## src/assert_macros.svh

```systemverilog
// Assertion helpers for the RTL. Every check is clocked on i_clk and
// is switched off while i_rst_n is low.
`ifndef ASSERT_MACROS_SVH
`define ASSERT_MACROS_SVH

// The expression must hold at every clock edge.
`define ASSERT_ALWAYS(lbl, expr, msg) \
    lbl: assert property (@(posedge i_clk) disable iff (!i_rst_n) (expr)) \
        else $error(msg);

// When ante holds, cons must hold in the cycle after.
`define ASSERT_NEXT(lbl, ante, cons, msg) \
    lbl: assert property (@(posedge i_clk) disable iff (!i_rst_n) (ante) |=> (cons)) \
        else $error(msg);

`endif

```

## src/stli_pkg.sv

```systemverilog
`timescale 1ns / 1ps
// ----------------------------------------------------------------------------
// stli_pkg
// Shared types and constants of the sorted table interpolator: field widths,
// result status codes and the controller to datapath command interface.
// ----------------------------------------------------------------------------
package stli_pkg;

    localparam int KEY_W      = 16;
    localparam int VAL_W      = 16;
    localparam int COL_W      = 2;
    localparam int RES_W      = 32;
    localparam int STS_W      = 3;
    localparam int IN_DATA_W  = 40;
    localparam int DIV_STEPS  = 16;
    localparam int DIVCNT_W   = 5;
    localparam int PROD_W     = 34;
    localparam int SUM_W      = 35;

    typedef enum logic [STS_W-1:0] {
        STS_OK    = 3'd0,
        STS_CLAMP = 3'd1,
        STS_EMPTY = 3'd2,
        STS_FULL  = 3'd3,
        STS_BUSY  = 3'd4
    } t_status;

    typedef enum logic [3:0] {
        CMD_NONE,
        CMD_LOAD,
        CMD_STAGE,
        CMD_RES,
        CMD_SCAN_START,
        CMD_RD,
        CMD_STEP,
        CMD_CLAMP_RD,
        CMD_CLAMP_PREV,
        CMD_OVERWRITE,
        CMD_INS_START,
        CMD_RD_PREV,
        CMD_SH_WR,
        CMD_INSERT,
        CMD_DIV_START,
        CMD_DIV_STEP
    } t_cmd;

    typedef struct packed {
        t_cmd    op;
        t_status code;
        logic    mul;
        logic    add;
        logic    out;
    } t_ctrl_cmd;

    typedef struct packed {
        logic is_write;
        logic row_end;
        logic staging;
        logic empty;
        logic full;
        logic scan_end;
        logic stop;
        logic equal;
        logic at_zero;
        logic sh_done;
        logic div_done;
        logic out_busy;
    } t_dp_sts;

endpackage

```

## src/stli_ctrl.sv

```systemverilog
`timescale 1ns / 1ps
// ----------------------------------------------------------------------------
// stli_ctrl
// Sequencer of the interpolator: decodes each request and steps the
// datapath through table scan, row shift, division and result delivery.
// ----------------------------------------------------------------------------
module stli_ctrl (
    input  logic                i_clk,
    input  logic                i_rst_n,
    input  logic                i_s_tvalid,
    output logic                o_s_tready,
    input  stli_pkg::t_dp_sts   i_sts,
    output stli_pkg::t_ctrl_cmd o_cmd
);
    import stli_pkg::*;

    typedef enum logic [9:0] {
        ST_IDLE    = 10'b00_0000_0001,
        ST_DECODE  = 10'b00_0000_0010,
        ST_SCAN_RD = 10'b00_0000_0100,
        ST_SCAN_CK = 10'b00_0000_1000,
        ST_SH_RD   = 10'b00_0001_0000,
        ST_SH_WR   = 10'b00_0010_0000,
        ST_DIV     = 10'b00_0100_0000,
        ST_MUL     = 10'b00_1000_0000,
        ST_ADD     = 10'b01_0000_0000,
        ST_FIN     = 10'b10_0000_0000
    } t_state;

    t_state    r_state;
    t_state    n_state;
    t_ctrl_cmd w_cmd;

    always_ff @(posedge i_clk) begin
        if (!i_rst_n) begin
            r_state <= ST_IDLE;
        end else begin
            r_state <= n_state;
        end
    end

    always_comb begin
        n_state    = r_state;
        w_cmd.op   = CMD_NONE;
        w_cmd.code = STS_OK;
        w_cmd.mul  = 1'b0;
        w_cmd.add  = 1'b0;
        w_cmd.out  = 1'b0;
        unique case (r_state)
            ST_IDLE: begin
                if (i_s_tvalid) begin
                    w_cmd.op = CMD_LOAD;
                    n_state  = ST_DECODE;
                end
            end
            ST_DECODE: begin
                if (i_sts.is_write) begin
                    w_cmd.op = CMD_STAGE;
                    n_state  = i_sts.row_end ? ST_SCAN_RD : ST_FIN;
                end else if (i_sts.staging) begin
                    w_cmd.op   = CMD_RES;
                    w_cmd.code = STS_BUSY;
                    n_state    = ST_FIN;
                end else if (i_sts.empty) begin
                    w_cmd.op   = CMD_RES;
                    w_cmd.code = STS_EMPTY;
                    n_state    = ST_FIN;
                end else begin
                    w_cmd.op = CMD_SCAN_START;
                    n_state  = ST_SCAN_RD;
                end
            end
            ST_SCAN_RD: begin
                if (!i_sts.scan_end) begin
                    w_cmd.op = CMD_RD;
                    n_state  = ST_SCAN_CK;
                end else if (!i_sts.is_write) begin
                    // Key at or past the last row.
                    w_cmd.op = CMD_CLAMP_PREV;
                    n_state  = ST_FIN;
                end else if (i_sts.full) begin
                    w_cmd.op   = CMD_RES;
                    w_cmd.code = STS_FULL;
                    n_state    = ST_FIN;
                end else begin
                    w_cmd.op = CMD_INS_START;
                    n_state  = ST_SH_RD;
                end
            end
            ST_SCAN_CK: begin
                if (!i_sts.stop) begin
                    w_cmd.op = CMD_STEP;
                    n_state  = ST_SCAN_RD;
                end else if (i_sts.is_write) begin
                    if (i_sts.equal) begin
                        w_cmd.op = CMD_OVERWRITE;
                        n_state  = ST_FIN;
                    end else if (i_sts.full) begin
                        w_cmd.op   = CMD_RES;
                        w_cmd.code = STS_FULL;
                        n_state    = ST_FIN;
                    end else begin
                        w_cmd.op = CMD_INS_START;
                        n_state  = ST_SH_RD;
                    end
                end else if (i_sts.at_zero) begin
                    w_cmd.op = CMD_CLAMP_RD;
                    n_state  = ST_FIN;
                end else begin
                    w_cmd.op = CMD_DIV_START;
                    n_state  = ST_DIV;
                end
            end
            ST_SH_RD: begin
                if (i_sts.sh_done) begin
                    w_cmd.op = CMD_INSERT;
                    n_state  = ST_FIN;
                end else begin
                    w_cmd.op = CMD_RD_PREV;
                    n_state  = ST_SH_WR;
                end
            end
            ST_SH_WR: begin
                w_cmd.op = CMD_SH_WR;
                n_state  = ST_SH_RD;
            end
            ST_DIV: begin
                if (i_sts.div_done) begin
                    n_state = ST_MUL;
                end else begin
                    w_cmd.op = CMD_DIV_STEP;
                end
            end
            ST_MUL: begin
                w_cmd.mul = 1'b1;
                n_state   = ST_ADD;
            end
            ST_ADD: begin
                w_cmd.add = 1'b1;
                n_state   = ST_FIN;
            end
            ST_FIN: begin
                if (!i_sts.out_busy) begin
                    w_cmd.out = 1'b1;
                    n_state   = ST_IDLE;
                end
            end
            default: begin
                n_state = ST_IDLE;
            end
        endcase
    end

    assign o_cmd      = w_cmd;
    assign o_s_tready = (r_state == ST_IDLE);

endmodule

```

## config.mk

```make
export PLATFORM = sky130hd
export DESIGN_NAME = stli_ctrl
export DESIGN_NICKNAME = d
export VERILOG_FILES = /design/src/assert_macros.svh /design/src/stli_pkg.sv /design/src/stli_ctrl.sv
export SDC_FILE = /design/constraint.sdc
export NUM_CORES = 1
export LEC_CHECK = 0
export BUFFER_PORTS_ARGS = -buffer_cell sky130_fd_sc_hd__buf_2
export CORE_AREA = 2 2 60 62
export DETAILED_ROUTE_END_ITERATION = 12
export DIE_AREA = 0 0 62 64
export GPL_ROUTABILITY_DRIVEN = 0
export GPL_TIMING_DRIVEN = 1
export HOLD_SLACK_MARGIN = 0.03
export PLACE_DENSITY_LB_ADDON = 0.08
export SYNTH_ARGS = -nofsm -noshare
export SYNTH_HDL_FRONTEND = slang
export SYNTH_SLANG_ARGS = --single-unit
```

## constraint.sdc

```tcl
create_clock -name i_clk -period 2.7 [get_ports i_clk]
set_input_delay 0.135 -clock i_clk [delete_from_list [all_inputs] [get_ports i_clk]]
set_output_delay 0.135 -clock i_clk [all_outputs]
set_load 0.05 [all_outputs]
```

==> impl_metrics.csv <==
group,metric,value,unit
synth,syn_inst,136,
floorplan,number_of_placed_i_o_pins,26,
detailed_routing,detail_route.vias_per_cell,5.27,
pwr,power.clock.fraction,34.0,%
cells_and_area,synthToLayoutAreaGrowth,26.5,%
synth,syn-num-nets,151,
worst_setup_path,r2r_path_start,"r_state[4]",
worst_hold_path,hold_path.startpoint,"i_sts[2]",
detailed_routing,wirelength,3000,um
global_route,globalRouteOverflowTotal,0,
global_route,grt_antenna_before_repair,0,
clock_tree,cts_made_buffers,3,
outcome,run_status,"finished clean",
sta,timing.final.crit_share,96.3,%
synth,postSynth.topFlopCell,"dfxtp_1",
detailed_routing,vias,1106,
sta,finalMaxSlewViolations,0,
sta,setup_viol_count_final,0,
global_route,grt.total_usage,16.5,%
cells_and_area,largest_register,"r_state",
sta,fin_setup_tns,0,ns
flow_run,max_cap_violations,0,
clock_tree,clkLatencyLatePin,0.27,ns
clock_tree,post-cts-setup-buffer-count,0,
clock_tree,clock_tree.root_cell,"clkbuf_4",
detailed_routing,detailedRoute.firstPassIterationCount,4,
cells_and_area,largest_register_ff_count,10,
clock_tree,post_cts_hold_buffer_count,0,
sta,max_freq,0.385,GHz
sta,finalHoldViolCount,0,
worst_setup_path,critical_path.max_fanout,10,
synth,synth-async-reset-ratio,0,%
detailed_routing,iteration_0_drc_markers,62,
cells_and_area,n_antenna_cell,0,
synth,synth_seq_cells,10,
global_route,first_global_vias,1023,
cells_and_area,reg.largest.list,"r_state x10",
floorplan,initial_core_util,29.2,%
pwr,leakage,0.523,nW
synth,yosysWarningCount,0,
detailed_routing,route.antenna.remaining_nets,0,
synth,synthDominantAreaCellType,"dfxtp_1",
pwr,seq_power_share,38.8,%
worst_setup_path,required,2.57,ns
placed_design,placement.io_buffers,25,
worst_setup_path,endpoint_kind,"primary output",
synth,synth.distinct_cells,46,
sta,worst_hold_slack,0.0467,ns
pwr,power.ir.vdd_worst,0.164,mV
global_route,maximum_number_of_pins_on_one_net_before_global_route_repair,15,
sta,grt_setup_unrepaired,"no",
worst_setup_path,critPathLaunchType,"register",
synth,netlist_area,960,um2
pwr,switching_power,0.000134,W
floorplan,design.die.area,3970,um2
sta,worst_pin_slew,0.460,ns
placed_design,placed_cell_area,1160,um2
clock_tree,clk_transition_reported_paths,0.07,ns
placed_design,dpl.hpwl,2440,um
worst_setup_path,worst-endpoint-arrival,2.47,ns
worst_setup_path,crit_start,"r_state[4]",
floorplan,placeableCoreArea,3280,um2
detailed_routing,remaining_drc_errors,0,
cells_and_area,fin_nets,180,
cells_and_area,design_area,1210,um2
detailed_routing,route.detailed.wl_per_inst,14.3,um
pwr,sw_frac_of_total,33.1,%
sta,timing.max_slew.rel_slack,69.1,%
clock_tree,clock_tree_from_tritoncts,"yes",
clock_tree,post_cts.resized_instances,1,
cells_and_area,layout-drive-gt1-share,29.9,%
clock_tree,cts_max_path_buffers,2,
floorplan,die_y,64,um
worst_hold_path,worst_hold_path_type,"in2reg",
floorplan,die_width,62,um
synth,syn-mean-instance-area,7.06,um2
clock_tree,clock_tree.htree_level_count,1,
synth,share_of_the_yosys_chip_area_belonging_to_registers,20.9,%
clock_tree,clock-sinks,10,
pwr,power_density,334,nW/um2
pwr,pwr-share-comb,27.2,%
sta,timing.clock.skew,0.000759,ns
floorplan,rows,21,
synth,fraction_of_synthesized_cell_area_taken_by_the_top_area_cell_type,20.9,%
pwr,internal_power,0.000271,W
global_route,global_route_wire_length_before_repair,4840,um
synth,ys_top_cells_by_area,"dfxtp_1 (21%), nor2_1 (7.0%), nor4_1 (5.2%)",
synth,synth_edf_count,0,
sta,final.min_clock_period,2.60,ns
worst_setup_path,timing.setup.critical_path_class,"reg2out",
through the flow:
step	instances	power, W	worst slack (ns)	util [%]
floorplan	136	0.000237	-0.114	-
global placement	206	0.000270	0.368	35.4
detailed placement	206	0.000269	0.302	35.4
CTS	210	0.000408	0.0163	36.6
global route	210	0.000430	0.0233	37.0
finish	210	0.000405	0.0994	37.0
placed cells by master, fill, tap and decap left out, types with 2 or more instances in the layout:
master	count
and3_1	2
dfxtp_2	2
a21oi_1	7
nand4_1	2
buf_4	10
o21a_1	3
or3_1	2
nor3b_1	2
o22ai_1	2
buf_2	22
nor4_1	7
nor2b_1	3
nand2_1	5
nand2b_1	6
inv_1	8
o21ai_0	7
o32ai_1	2
dfxtp_1	8
or4_4	2
nor3_1	7
nand3_1	4
o2111ai_1	2
nor2_1	18
clkbuf_4	4
mux2i_1	2
xor2_1	3
layer usage:
metal	track usage [%]	vias to the layer above	wire, um
met5	0	-	0
met4	6.38	0	64
met3	1.82	6	142
met2	25.4	36	1390
met1	22.8	506	1400
li1	-	558	-
synth_stat cells (3+ instances only):
| master | n |
|---|---|
| o21ai_0 | 7 |
| nor2_1 | 18 |
| a21oi_1 | 7 |
| nand3_1 | 4 |
| clkbuf_1 | 5 |
| inv_1 | 8 |
| nor4_1 | 8 |
| nor3_1 | 7 |
| nand2_1 | 5 |
| nand2b_1 | 6 |
| xor2_1 | 3 |
| nor2b_1 | 3 |
| o21a_1 | 3 |
| dfxtp_1 | 10 |
cells by family after synthesis:
logic type | Yosys count | synth area share [%]
DFF | 10 | 20.9
and+or+nand+nor | 72 | 42.5
xor gates and xnor gates | 3 | 2.74
AOI/OAI and AO/OA | 31 | 21.9
buffers and inverters | 17 | 8.74
muxes | 3 | 3.26
layout make-up:
type	count	area, um2
multi-input combinational	109	694
fill	376	2070
timing repair buffer	33	193
clock buffer	4	36.3
inverter	8	30.0
tap	46	57.6
sequential	10	203
power groups by stage:
stage	sequential [W]	combinational, W	clock [W]
finish	0.000157	0.000110	0.000137
global route	0.000158	0.000121	0.000150
CTS	0.000157	0.000110	0.000142
detailed placement	0.000160	0.000109	0
global placement	0.000161	0.000110	0
floorplan	0.000159	0.0000778	0
path summary, 6_finish.rpt:
kind,to,slack [ns],depth (start not counted)
worst max-delay path,o_cmd[4],0.1,6
worst min-delay path,r_state[5],0.05,2
worst max register to register,r_state[9],0.66,4
worst min register to register,r_state[7],0.65,3
critical path, stage by stage, from the launching register on:
cell     delay (ns)
dfxtp_2        0.37
or4_4          0.58
or4_4          0.51
nor2_1         0.24
nand3_1        0.15
o41ai_2        0.09
buf_4          0.26
Note: power is estimated with default switching activity, not from simulation.
